## src/hdl/accalu_pkg.sv

```systemverilog
// Shared types and action codes for the accumulator ALU.
// No dependencies; used by accalu_core and accumulator_alu_with_flags.
`timescale 1ns / 1ps

package accalu_pkg;

	// Action codes carried on the action field
	localparam logic [4:0] ACT_ADD  = 5'd0;
	localparam logic [4:0] ACT_ADC  = 5'd1;
	localparam logic [4:0] ACT_SUB  = 5'd2;
	localparam logic [4:0] ACT_SBC  = 5'd3;
	localparam logic [4:0] ACT_AND  = 5'd4;
	localparam logic [4:0] ACT_XOR  = 5'd5;
	localparam logic [4:0] ACT_OR   = 5'd6;
	localparam logic [4:0] ACT_CP   = 5'd7;
	localparam logic [4:0] ACT_INC  = 5'd8;
	localparam logic [4:0] ACT_DEC  = 5'd9;
	localparam logic [4:0] ACT_DAA  = 5'd10;
	localparam logic [4:0] ACT_CPL  = 5'd11;
	localparam logic [4:0] ACT_SCF  = 5'd12;
	localparam logic [4:0] ACT_CCF  = 5'd13;
	localparam logic [4:0] ACT_RLCA = 5'd14;
	localparam logic [4:0] ACT_RRCA = 5'd15;
	localparam logic [4:0] ACT_RLA  = 5'd16;
	localparam logic [4:0] ACT_RRA  = 5'd17;
	localparam logic [4:0] ACT_LOAD = 5'd18;

	// Decimal adjust constants
	localparam logic [7:0] DAA_HI_ADJ = 8'h60;
	localparam logic [7:0] DAA_LO_ADJ = 8'h06;
	localparam logic [7:0] DAA_HI_MAX = 8'h99;
	localparam logic [3:0] DAA_LO_MAX = 4'h9;

	// Processor flags
	typedef struct packed {
		logic z;
		logic n;
		logic h;
		logic c;
	} flags_t;

endpackage

```

## src/hdl/accumulator_alu_with_flags.sv

```systemverilog
// Accumulator ALU with Z, N, H and C flags: input register, ALU, result register.
// Data path: an accepted item moves from the input register into the result
// register, which raises out_valid; it leaves when out_stall is low.
// Throughput: one item per cycle while out_stall is low; accumulator and flags
// update as the item moves from the input stage into the result register.
// Reset: arst_n clears accumulator, flags and both stage valid bits at once.
`timescale 1ns / 1ps

module accumulator_alu_with_flags (
	input  logic       clk,
	input  logic       arst_n,
	input  logic       in_valid,
	output logic       in_stall,
	input  logic [4:0] action,
	input  logic [7:0] operand,
	output logic       out_valid,
	input  logic       out_stall,
	output logic [7:0] result_byte,
	output logic       zero_flag,
	output logic       flag_subtract,
	output logic       flag_half_carry,
	output logic       carry_flag
);

	logic               valid_s1;
	logic [4:0]         action_s1;
	logic [7:0]         operand_s1;
	logic               valid_s2;
	logic [7:0]         result_s2;
	accalu_pkg::flags_t flags_s2;
	logic [7:0]         acc_q;
	accalu_pkg::flags_t flags_q;

	logic               advance_s1;
	logic [7:0]         acc_next;
	accalu_pkg::flags_t flags_next;
	logic [7:0]         result_next;

	// Advance stage one when the result register is free or draining
	assign advance_s1 = valid_s1 && (!valid_s2 || !out_stall);
	assign in_stall   = valid_s1 && !advance_s1;

	// Hold the accepted item in the input stage
	always_ff @(posedge clk or negedge arst_n) begin
		if (!arst_n) begin
			valid_s1 <= 1'b0;
		end else if (!in_stall) begin
			valid_s1 <= in_valid;
		end
	end

	always_ff @(posedge clk) begin
		if (in_valid && !in_stall) begin
			action_s1  <= action;
			operand_s1 <= operand;
		end
	end

	accalu_core u_core (
		.action     (action_s1),
		.operand    (operand_s1),
		.acc        (acc_q),
		.flags      (flags_q),
		.acc_next   (acc_next),
		.flags_next (flags_next),
		.result     (result_next)
	);

	// Commit architectural state as each item leaves stage one
	always_ff @(posedge clk or negedge arst_n) begin
		if (!arst_n) begin
			acc_q   <= 8'd0;
			flags_q <= '0;
		end else if (advance_s1) begin
			acc_q   <= acc_next;
			flags_q <= flags_next;
		end
	end

	// Result register: load on advance, drop on output transfer
	always_ff @(posedge clk or negedge arst_n) begin
		if (!arst_n) begin
			valid_s2 <= 1'b0;
		end else if (advance_s1) begin
			valid_s2 <= 1'b1;
		end else if (!out_stall) begin
			valid_s2 <= 1'b0;
		end
	end

	always_ff @(posedge clk) begin
		if (advance_s1) begin
			result_s2 <= result_next;
			flags_s2  <= flags_next;
		end
	end

	assign out_valid       = valid_s2;
	assign result_byte     = result_s2;
	assign zero_flag       = flags_s2.z;
	assign flag_subtract   = flags_s2.n;
	assign flag_half_carry = flags_s2.h;
	assign carry_flag      = flags_s2.c;

endmodule

```

## src/hdl/accalu_core.sv

```systemverilog
// Combinational ALU datapath: one action applied to accumulator and flags.
// Depends on accalu_pkg for action codes and the flag struct.
`timescale 1ns / 1ps

module accalu_core (
	input  logic [4:0]          action,
	input  logic [7:0]          operand,
	input  logic [7:0]          acc,
	input  accalu_pkg::flags_t  flags,
	output logic [7:0]          acc_next,
	output accalu_pkg::flags_t  flags_next,
	output logic [7:0]          result
);

	logic       cin_add;
	logic       cin_sub;
	logic [8:0] sum9;
	logic [4:0] sum_lo;
	logic [8:0] diff9;
	logic [4:0] diff_lo;
	logic [7:0] inc_val;
	logic [7:0] dec_val;
	logic       daa_c;
	logic [7:0] daa_hi;
	logic [7:0] daa_lo;
	logic [7:0] daa_val;
	logic [7:0] logic_val;

	// Build adder, subtractor and unit increment and decrement results
	always_comb begin
		cin_add = (action == accalu_pkg::ACT_ADC) ? flags.c : 1'b0;
		cin_sub = (action == accalu_pkg::ACT_SBC) ? flags.c : 1'b0;
		sum9    = {1'b0, acc} + {1'b0, operand} + {8'd0, cin_add};
		sum_lo  = {1'b0, acc[3:0]} + {1'b0, operand[3:0]} + {4'd0, cin_add};
		diff9   = {1'b0, acc} - {1'b0, operand} - {8'd0, cin_sub};
		diff_lo = {1'b0, acc[3:0]} - {1'b0, operand[3:0]} - {4'd0, cin_sub};
		inc_val = operand + 8'd1;
		dec_val = operand - 8'd1;
	end

	// Decimal adjust: both tests look at the original accumulator
	always_comb begin
		if (flags.n) begin
			daa_c   = flags.c;
			daa_hi  = flags.c ? accalu_pkg::DAA_HI_ADJ : 8'd0;
			daa_lo  = flags.h ? accalu_pkg::DAA_LO_ADJ : 8'd0;
			daa_val = acc - daa_hi - daa_lo;
		end else begin
			daa_c   = flags.c || (acc > accalu_pkg::DAA_HI_MAX);
			daa_hi  = daa_c ? accalu_pkg::DAA_HI_ADJ : 8'd0;
			daa_lo  = (flags.h || (acc[3:0] > accalu_pkg::DAA_LO_MAX)) ?
				accalu_pkg::DAA_LO_ADJ : 8'd0;
			daa_val = acc + daa_hi + daa_lo;
		end
	end

	// Select the new accumulator, flags and result byte
	always_comb begin
		acc_next   = acc;
		flags_next = flags;
		logic_val  = acc;
		unique case (action) inside
			accalu_pkg::ACT_ADD, accalu_pkg::ACT_ADC: begin
				acc_next   = sum9[7:0];
				flags_next = '{z: (sum9[7:0] == 8'd0), n: 1'b0, h: sum_lo[4], c: sum9[8]};
			end
			accalu_pkg::ACT_SUB, accalu_pkg::ACT_SBC: begin
				acc_next   = diff9[7:0];
				flags_next = '{z: (diff9[7:0] == 8'd0), n: 1'b1, h: diff_lo[4], c: diff9[8]};
			end
			accalu_pkg::ACT_CP: begin
				flags_next = '{z: (diff9[7:0] == 8'd0), n: 1'b1, h: diff_lo[4], c: diff9[8]};
			end
			accalu_pkg::ACT_AND: begin
				logic_val  = acc & operand;
				acc_next   = logic_val;
				flags_next = '{z: (logic_val == 8'd0), n: 1'b0, h: 1'b1, c: 1'b0};
			end
			accalu_pkg::ACT_XOR: begin
				logic_val  = acc ^ operand;
				acc_next   = logic_val;
				flags_next = '{z: (logic_val == 8'd0), n: 1'b0, h: 1'b0, c: 1'b0};
			end
			accalu_pkg::ACT_OR: begin
				logic_val  = acc | operand;
				acc_next   = logic_val;
				flags_next = '{z: (logic_val == 8'd0), n: 1'b0, h: 1'b0, c: 1'b0};
			end
			accalu_pkg::ACT_INC: begin
				flags_next = '{z: (inc_val == 8'd0), n: 1'b0,
					h: (operand[3:0] == 4'hF), c: flags.c};
			end
			accalu_pkg::ACT_DEC: begin
				flags_next = '{z: (dec_val == 8'd0), n: 1'b1,
					h: (operand[3:0] == 4'h0), c: flags.c};
			end
			accalu_pkg::ACT_DAA: begin
				acc_next   = daa_val;
				flags_next = '{z: (daa_val == 8'd0), n: flags.n, h: 1'b0, c: daa_c};
			end
			accalu_pkg::ACT_CPL: begin
				acc_next   = ~acc;
				flags_next = '{z: flags.z, n: 1'b1, h: 1'b1, c: flags.c};
			end
			accalu_pkg::ACT_SCF: begin
				flags_next = '{z: flags.z, n: 1'b0, h: 1'b0, c: 1'b1};
			end
			accalu_pkg::ACT_CCF: begin
				flags_next = '{z: flags.z, n: 1'b0, h: 1'b0, c: ~flags.c};
			end
			accalu_pkg::ACT_RLCA: begin
				acc_next   = {acc[6:0], acc[7]};
				flags_next = '{z: 1'b0, n: 1'b0, h: 1'b0, c: acc[7]};
			end
			accalu_pkg::ACT_RRCA: begin
				acc_next   = {acc[0], acc[7:1]};
				flags_next = '{z: 1'b0, n: 1'b0, h: 1'b0, c: acc[0]};
			end
			accalu_pkg::ACT_RLA: begin
				acc_next   = {acc[6:0], flags.c};
				flags_next = '{z: 1'b0, n: 1'b0, h: 1'b0, c: acc[7]};
			end
			accalu_pkg::ACT_RRA: begin
				acc_next   = {flags.c, acc[7:1]};
				flags_next = '{z: 1'b0, n: 1'b0, h: 1'b0, c: acc[0]};
			end
			accalu_pkg::ACT_LOAD: begin
				acc_next = operand;
			end
			default: begin
				// unused codes keep all state
				acc_next   = acc;
				flags_next = flags;
			end
		endcase
	end

	// Increment and decrement report the changed operand, all else the accumulator
	always_comb begin
		case (action)
			accalu_pkg::ACT_INC: result = inc_val;
			accalu_pkg::ACT_DEC: result = dec_val;
			default:             result = acc_next;
		endcase
	end

endmodule

```

## config.mk

```make
export PLATFORM = sky130hd
export DESIGN_NAME = accumulator_alu_with_flags
export DESIGN_NICKNAME = d
export VERILOG_FILES = /design/src/hdl/accalu_pkg.sv /design/src/hdl/accumulator_alu_with_flags.sv /design/src/hdl/accalu_core.sv
export SDC_FILE = /design/constraint.sdc
export NUM_CORES = 1
export LEC_CHECK = 0
export BUFFER_PORTS_ARGS = -buffer_cell sky130_fd_sc_hd__buf_2
export CORE_ASPECT_RATIO = 0.6
export CORE_UTILIZATION = 53
export DETAILED_ROUTE_END_ITERATION = 6
export PLACE_DENSITY = 0.85
export SLEW_MARGIN = 5
export SYNTH_ARGS = -nofsm -noshare
export SYNTH_HDL_FRONTEND = slang
export SYNTH_SLANG_ARGS = --single-unit
export TNS_END_PERCENT = 30
```

## constraint.sdc

```tcl
create_clock -name clk -period 3.4 [get_ports clk]
set_clock_uncertainty 0.15 [all_clocks]
set_input_delay 0.68 -clock clk [delete_from_list [all_inputs] [get_ports clk]]
set_output_delay 0.68 -clock clk [all_outputs]
set_load 0.01 [all_outputs]
```

==> results.txt, run 1 <==
----------------------------------------------------
[Status]
  Result of the run ... finished, violations left
  Violated checks ... negative setup slack

[STA]
  Slew @ Worst Pin ... 0.756 ns
  Period utilization ... 1.01
  RSZ-0062 raised after global routing ... yes
  Relative max-transition margin ... 0.491
  Minimum hold slack ... 0.155 ns
  Fin crit period ... 3.44 ns
  Number of pins with negative max-slew slack in the final report ... 0
  Post-route worst setup slack ... -0.0360 ns
  F_max ... 0.291 GHz
  Final count of negative-setup-slack endpoints ... 2
  Hold Violations, Final ... 0

[Finish]
  Antenna fix cells ... 0
  Growth of design area from synthesis to finish ... 22.6%
  Filler instances ... 674
  Summed area of non-filler cells in the final layout ... 0.00545 mm2
  Non-filler instance count after layout ... 711
  Ratio of cells with drive above 1 in the final layout ... 0.269
  Final-stage net count ... 675
  Fraction of the core area covered by cells at the end of the flow ... 0.680

[Synth]
  Most instantiated cells after synthesis ... 51 x sky130_fd_sc_hd__ha_1, 50 x sky130_fd_sc_hd__nor2_1, 39 x sky130_fd_sc_hd__inv_1, 32 x sky130_fd_sc_hd__o21ai_0, 28 x sky130_fd_sc_hd__a21oi_1
  Post-Synth Simple-Gate Area ... 0.214
  Post-synthesis xor/xnor area fraction ... 0.0552
  Cell type contributing the most total cell area after synthesis ... sky130_fd_sc_hd__edfxtp_1
  Synthesized-area fraction occupied by adder cells ... 0.166
  Predominant post-synthesis flop cell ... sky130_fd_sc_hd__edfxtp_1
  Number of nets in the synthesized netlist ... 593
  Number of synthesized flops with an enable pin ... 25
  Post-Syn Instances ... 520
  Post-synthesis compound-gate area fraction ... 0.216
  Cell area after synthesis ... 0.00444 mm2
  Top cells by area in the synthesized netlist ... sky130_fd_sc_hd__edfxtp_1 17%, sky130_fd_sc_hd__ha_1 14%, sky130_fd_sc_hd__dfrtp_1 7.9%, sky130_fd_sc_hd__nor2_1 4.2%, sky130_fd_sc_hd__xnor2_1 3.7%
  Multiplexer share of the synthesized area ... 0.0360
  Number of register bits inferred by synthesis ... 39
  Most frequently used cell type in the post-synthesis netlist ... sky130_fd_sc_hd__ha_1
  Top cell type's share of synthesized area ... 0.169
  Fraction of registers with async set or reset after synthesis ... 0.359
  Main combinational cell family by area after synthesis ... compound AO/OA/AOI/OAI gates
  Count of different cell masters after synthesis ... 81
  Average size of a mapped cell ... 8.55 um2
  Warning count from the yosys run ... 0
  Sequential cell area fraction in the yosys report ... 0.248

[Clock network]
  CTS sink count ... 39
  Number of buffers added by the clock tree synthesis step ... 5
  Clock latency on the worst-skew pair ... 0.29 ns
  Clock root buffer master ... sky130_fd_sc_hd__clkbuf_16
  Clock tree from TritonCTS ... done
  CTS max path bufs ... 2
  Clock slew at the register clock pins of the worst setup and hold paths ... 0.07 ns
  CTS HTree Levels ... 2
  Post-CTS Hold Buffers ... 0

[GRT]
  Maximum number of pins on one net before global-route repair ... 27
  Antenna violations before repair ... 0
  Aggregate global routing overflow ... 0
  Via count of the first global-routing pass ... 4411
  Wire length of the first global-routing pass ... 25300 um
  Total Routing Usage GR ... 0.394

[Die]
  I/O pin count ... 31
  Floorplan die width ... 120 um
  Starting density of the core ... 0.555
  Core area ... 0.00801 mm2
  Die Area ... 0.00877 mm2
  Number of rows in the core area ... 25
  Die height ... 72.9 um

[Route]
  Avg WL per Cell ... 23.8 um
  Post-route ant nets ... 0
  DR vias/cell ... 6.68
  Number of remaining DRC errors ... 0
  Starting DRC count in detailed routing ... 746
  1st-pass router iterations ... 6
  Vias post-DR ... 4746
  Routed WL ... 16900 um

[Setup path]
  Classification of the worst setup path ... register to register
  Crit path DAT ... 3.33 ns
  Capturing element type of the critical path ... register
  Peak per-stage delay on the critical path ... 0.56 ns
  Launching element type of the critical path ... register
  Required time of the critical path ... 3.29 ns
  Maximum fanout along the worst path ... 3
  Critical path's slowest cell ... sky130_fd_sc_hd__or4_4
  Cell-by-cell trace of the critical path ... or4_4 > nor2_4 > fa_2 > inv_2 > fa_2 > or2b_1 > a211o_1 > a211oi_2 > and4bb_2 > nor3_2 > nand2_1
  Most prevalent standard cell on the critical path ... sky130_fd_sc_hd__fa_2

[Power]
  P_sw ... 2.09 mW
  Share of total power in the clock network ... 0.128
  Power Internal ... 2.29 mW
  Leak pwr ... 2.32 nW
  PnR Total Power ... 4.38 mW
  Part of the total power dissipated in sequential elements ... 0.166
  Pwr/cell area ... 804 mW/mm2
  Combinational power share ... 0.706
  Sw Ratio ... 0.477
  Largest vdd supply drop ... 0.371 mV

[Min path]
  Class of the tightest hold or removal check ... input port to asynchronous set/reset pin

[Placed design]
  Cell area after placement ... 0.00510 mm2
  DP Cell Count ... 697
  Quantity of I/O buffers inserted on ports ... 30
  Half-perimeter wire length after placement ... 13000 um
  Global placement routability congestion ... 1.06

[Flow run]
  Max-cap viol count ... 0

----------------------------------------------------
[critical path, delay by kind of cell, from the launching register on]
family	cells	cell delay [ns]
AND/OR/NAND/NOR	6	1.46
flip-flops	1	0.43
buffers and inverters	1	0.04
AO/OA/AOI/OAI	2	0.55
adder cells (fa/ha/maj)	2	0.55
[registers in the layout (all words and copies together) (netlist names)]
name,count
acc_q,8
action_s1,5
carry_flag,1
flag_half_carry,1
flag_subtract,1
flags_q,4
operand_s1,8
out_valid,1
result_byte,8
valid_s1,1
zero_flag,1
[final timing paths]
check | from | end | slack, ns | cells after the start
setup reg to reg | action_s1[3] | zero_flag | -0.04 | 11
min in group clk | valid_s1 | out_valid | 0.33 | 1
setup / recovery | action_s1[3] | zero_flag | -0.04 | 11
max in group asynchronous | arst_n | acc_q[0] | 2.65 | 1
hold / removal | arst_n | flags_q[1] | 0.15 | 1
hold reg to reg | valid_s1 | out_valid | 0.33 | 1
[final cells by class]
class | instances | area [um2] | share of cell area
flip-flops and latches | 39 | 1100 | 0.202
multi-input cells | 414 | 3200 | 0.588
clock buffers | 5 | 125 | 0.0230
inverters | 41 | 154 | 0.0282
clock inverters | 3 | 46.3 | 0.00850
well taps | 108 | 135 | 0.0248
repair buffers | 101 | 683 | 0.125
[layer usage]
| metal | vias up | part of all wire | GRT usage |
|---|---|---|---|
| met5 | - | 0 | 0 |
| met4 | 0 | 0.026 | 0.0878 |
| met3 | 55 | 0.16 | 0.152 |
| met2 | 364 | 0.41 | 0.579 |
| met1 | 2241 | 0.40 | 0.548 |
| li1 | 2086 | - | - |
[stage by stage]
step,setup TNS (ns),setup WS [ns]
finish,-0.0625,-0.0360
global route,-0.696,-0.115
CTS,-0.0685,-0.0358
detailed placement,-0.390,-0.161
global placement,-0.0133,-0.0133
floorplan,-0.363,-0.124
[repair_timing]
| action | in CTS | in global routing |
|---|---|---|
| endpoints found under the setup margin | 7 | 14 |
| gates resized for setup | 8 | 27 |
| pin swaps | 3 | 11 |
| cloned | 0 | 0 |
| buffers inserted | 3 | 3 |
[power by group through the flow]
stage	logic (mW)	registers [mW]	clock network, mW
detailed placement	2.74	0.715	0
CTS	2.78	0.709	0.556
global placement	2.67	0.714	0
global route	3.32	0.731	0.578
finish	3.09	0.726	0.562
floorplan	1.77	0.734	0
[layout by cell type, fill, tap and decap left out, drive strengths merged, types with 4 or more instances in the layout]
master / netlist / final
nand4: 6 / 6
xor2: 9 / 9
dfrtp: 14 / 14
fa: 5 / 5
nand3: 12 / 12
nand2b: 10 / 10
ha: 51 / 51
o22ai: 10 / 10
and2: 4 / 4
a211oi: 7 / 7
a2111oi: 5 / 5
a31oi: 5 / 5
nor4: 12 / 12
edfxtp: 25 / 25
a22oi: 6 / 6
mux2: 8 / 8
a21o: 5 / 5
o21ai: 32 / 32
or4: 4 / 4
mux2i: 7 / 7
buf: 12 / 101
xnor2: 19 / 19
nor2: 50 / 50
clkbuf: 13 / 5
nor3: 18 / 18
a21oi: 30 / 30
inv: 40 / 41
nor2b: 4 / 4
nand2: 26 / 26
a221oi: 6 / 6
and3: 6 / 6
[cell families (layout without fill, tap and decap cells)]
group / Yosys count / count (layout)
buffers and inverters: 67 / 150
AOI/OAI and AO/OA: 142 / 142
adders and majority gates: 56 / 56
and+or+nand+nor: 173 / 173
muxes: 15 / 15
DFF: 39 / 39
xor gates and xnor gates: 28 / 28
No activity file was read; power rests on OpenSTA's default activity.
==> run 2: changes to the inputs <==
--- a/config.mk
+++ b/config.mk
@@ -7,6 +7,7 @@
 export LEC_CHECK = 0
 export BUFFER_PORTS_ARGS = -buffer_cell sky130_fd_sc_hd__buf_2
 export CORE_ASPECT_RATIO = 0.6
+export CORE_MARGIN = 1
 export CORE_UTILIZATION = 53
 export DETAILED_ROUTE_END_ITERATION = 6
 export PLACE_DENSITY = 0.85
==> constraint.sdc (replaced) <==
create_clock -name clk -period 3.4 [get_ports clk]
set_clock_uncertainty 0.15 [all_clocks]
set_input_delay 0.17 -clock clk [delete_from_list [all_inputs] [get_ports clk]]
set_output_delay 0.17 -clock clk [all_outputs]
set_load 0.01 [all_outputs]
==> results.txt, run 2 (same netlist as run 1, synthesis figures left out) <==
----------------------------------------------------
[Status]
  Result of the run ... finished, violations left (unchanged)
  Violated checks ... negative setup slack (unchanged)

[Power]
  Sw Ratio ... 0.478 (was 0.477)
  Pwr/cell area ... 787 mW/mm2 (was 804 mW/mm2)
  Combinational power share ... 0.707 (was 0.706)
  PnR Total Power ... 4.41 mW (was 4.38 mW)
  Part of the total power dissipated in sequential elements ... 0.165 (was 0.166)
  Largest vdd supply drop ... 0.372 mV (was 0.371 mV)
  Power Internal ... 2.31 mW (was 2.29 mW)
  Leak pwr ... 2.38 nW (was 2.32 nW)
  Share of total power in the clock network ... 0.128 (about the same)
  P_sw ... 2.11 mW (was 2.09 mW)

[Route]
  DRT met1 WL ... 7060 um (was 6750 um)
  Starting DRC count in detailed routing ... 752 (was 746)
  Wire length on met2 ... 7220 um (was 6960 um)
  Post-route ant nets ... 0 (unchanged)
  Avg WL per Cell ... 23.8 um (about the same)
  Routed WL ... 17300 um (was 16900 um)
  Met3 Wirelength ... 2660 um (was 2770 um)
  Number of remaining DRC errors ... 0 (unchanged)
  Max Used Layer ... met4 (unchanged)
  Vias post-DR ... 4813 (was 4746)
  1st-pass router iterations ... 7 (was 6)
  DR vias/cell ... 6.62 (was 6.68)

[Finish]
  Ratio of cells with drive above 1 in the final layout ... 0.262 (was 0.269)
  Fraction of the core area covered by cells at the end of the flow ... 0.700 (was 0.680)
  Growth of design area from synthesis to finish ... 26.2% (was 22.6%)
  Antenna fix cells ... 0 (unchanged)
  Summed area of non-filler cells in the final layout ... 0.00561 mm2 (was 0.00545 mm2)
  Final-stage net count ... 691 (was 675)
  Leading cell types in the layout, fill and taps excluded ... 71 x sky130_fd_sc_hd__buf_4, 47 x sky130_fd_sc_hd__nor2_1, 46 x sky130_fd_sc_hd__ha_1 (unchanged)
  Filler instances ... 655 (was 674)
  Most frequent standard cell in the layout excluding fill and tap cells ... sky130_fd_sc_hd__buf_4 (unchanged)

[Min path]
  Class of the tightest hold or removal check ... input port to asynchronous set/reset pin (unchanged)

[Die]
  Die height ... 72.9 um (unchanged)
  Floorplan die width ... 120 um (unchanged)
  Core area ... 0.00801 mm2 (unchanged)
  Die Area ... 0.00877 mm2 (unchanged)
  I/O pin count ... 31 (unchanged)
  Number of rows in the core area ... 25 (unchanged)
  Starting density of the core ... 0.555 (unchanged)

[Setup path]
  Crit path DAT ... 3.32 ns (was 3.33 ns)
  Reg-to-reg critical path startpoint ... action_s1[3] (unchanged)
  Capturing element type of the critical path ... register (unchanged)
  Worst Reg2Reg Path Length in Cells ... 11 (unchanged)
  End of the worst register-to-register path ... zero_flag (unchanged)
  Launching element type of the critical path ... register (unchanged)
  Classification of the worst setup path ... register to register (unchanged)
  Required time of the critical path ... 3.29 ns (about the same)
  Reg2reg setup slack ... -0.03 ns (was -0.04 ns)
  Maximum fanout along the worst path ... 3 (unchanged)

[STA]
  Period utilization ... 1.01 (about the same)
  TNS Setup ... -0.0570 ns (was -0.0625 ns)
  Hold Violations, Final ... 0 (unchanged)
  Post-route worst setup slack ... -0.0323 ns (was -0.0360 ns)
  Fin crit period ... 3.43 ns (was 3.44 ns)
  F_max ... 0.291 GHz (about the same)
  RSZ-0062 raised after global routing ... yes (unchanged)
  Relative max-transition margin ... 0.482 (was 0.491)
  Slew @ Worst Pin ... 0.770 ns (was 0.756 ns)
  Minimum hold slack ... 0.184 ns (was 0.155 ns)
  Final count of negative-setup-slack endpoints ... 2 (unchanged)
  Number of pins with negative max-slew slack in the final report ... 0 (unchanged)

[GRT]
  Maximum number of pins on one net before global-route repair ... 27 (unchanged)
  Total Routing Usage GR ... 0.400 (was 0.394)
  Aggregate global routing overflow ... 0 (unchanged)
  Antenna violations before repair ... 0 (unchanged)
  Wire length of the first global-routing pass ... 25700 um (was 25300 um)
  Via count of the first global-routing pass ... 4516 (was 4411)

[Placed design]
  Cell area after placement ... 0.00510 mm2 (unchanged)
  Global placement routability congestion ... 1.06 (unchanged)
  Half-perimeter wire length after placement ... 13000 um (unchanged)
  Quantity of I/O buffers inserted on ports ... 30 (unchanged)

[Clock network]
  Clock tree from TritonCTS ... done (unchanged)
  Clock slew at the register clock pins of the worst setup and hold paths ... 0.07 ns (about the same)
  CTS HTree Levels ... 2 (unchanged)
  Number of buffers added by the clock tree synthesis step ... 5 (unchanged)
  CTS sink count ... 39 (unchanged)
  Clock latency on the worst-skew pair ... 0.29 ns (about the same)
  CTS max path bufs ... 2 (unchanged)
  Clock root buffer master ... sky130_fd_sc_hd__clkbuf_16 (unchanged)

[Flow run]
  Max-cap viol count ... 0 (unchanged)

----------------------------------------------------
## run 2: cell count changes in the layout (fill, tap and decap cells not counted), sizes merged
cell         delta
dlygate4sd3    +16
## run 2: layer usage
metal / vias up / track usage
li1: 2114 / -
met1: 2286 / 0.549
met2: 365 / 0.600
met3: 48 / 0.149
met4: 0 / 0.0905
met5: - / 0
## run 2: through the flow
stage / std cells / worst slack (ns)
final: 727 / -0.0323
after global routing: 727 / -0.115
after CTS: 724 / -0.0358
after detailed placement: 697 / -0.161
after global placement: 697 / -0.0133
after floorplan: 520 / -0.124
## run 2: power groups by stage
stage / logic (mW) / clock network [mW] / registers (mW)
3_3_place_gp: 2.67 / 0 / 0.714
3_5_place_dp: 2.74 / 0 / 0.715
2_1_floorplan: 1.77 / 0 / 0.734
4_1_cts: 2.80 / 0.556 / 0.709
6_report: 3.12 / 0.564 / 0.727
5_1_grt: 3.33 / 0.577 / 0.731
## run 2: how the worst max path moves through the flow
stage                            start             end  cells after the start
after global routing      action_s1[3]       zero_flag                     11
after global placement        acc_q[0]  result_byte[7]                     15
after floorplan           action_s1[1]  result_byte[4]                     13
after detailed placement      acc_q[0]  result_byte[7]                     15
final                     action_s1[3]       zero_flag                     11
after CTS                 action_s1[3]       zero_flag                     11
## run 2: repair_timing
item                       in CTS  in global routing
pin swaps                       3                 11
resized for setup               8                 27
hold buffers                   16                  0
hold endpoints to repair       29                  0
setup buffers                   3                  3
setup endpoints to repair       7                 14
## run 2: critical path: stages, from the launching register on
cell	delay (ns)
sky130_fd_sc_hd__edfxtp_1	0.43
sky130_fd_sc_hd__or4_4	0.56
sky130_fd_sc_hd__nor2_4	0.11
sky130_fd_sc_hd__fa_2	0.22
sky130_fd_sc_hd__inv_2	0.04
sky130_fd_sc_hd__fa_2	0.33
sky130_fd_sc_hd__or2b_1	0.26
sky130_fd_sc_hd__a211o_1	0.30
sky130_fd_sc_hd__a211oi_2	0.23
sky130_fd_sc_hd__and4bb_2	0.28
sky130_fd_sc_hd__nor3_2	0.17
sky130_fd_sc_hd__nand2_1	0.08
## run 2: final cells by class
type	count	area, um2	area share
clock inverter	3	46.3	0.00826
multi-input combinational	414	3200	0.571
clock buffer	5	125	0.0223
sequential	39	1100	0.196
timing repair buffer	117	843	0.150
tap	108	135	0.0241
inverter	41	154	0.0274
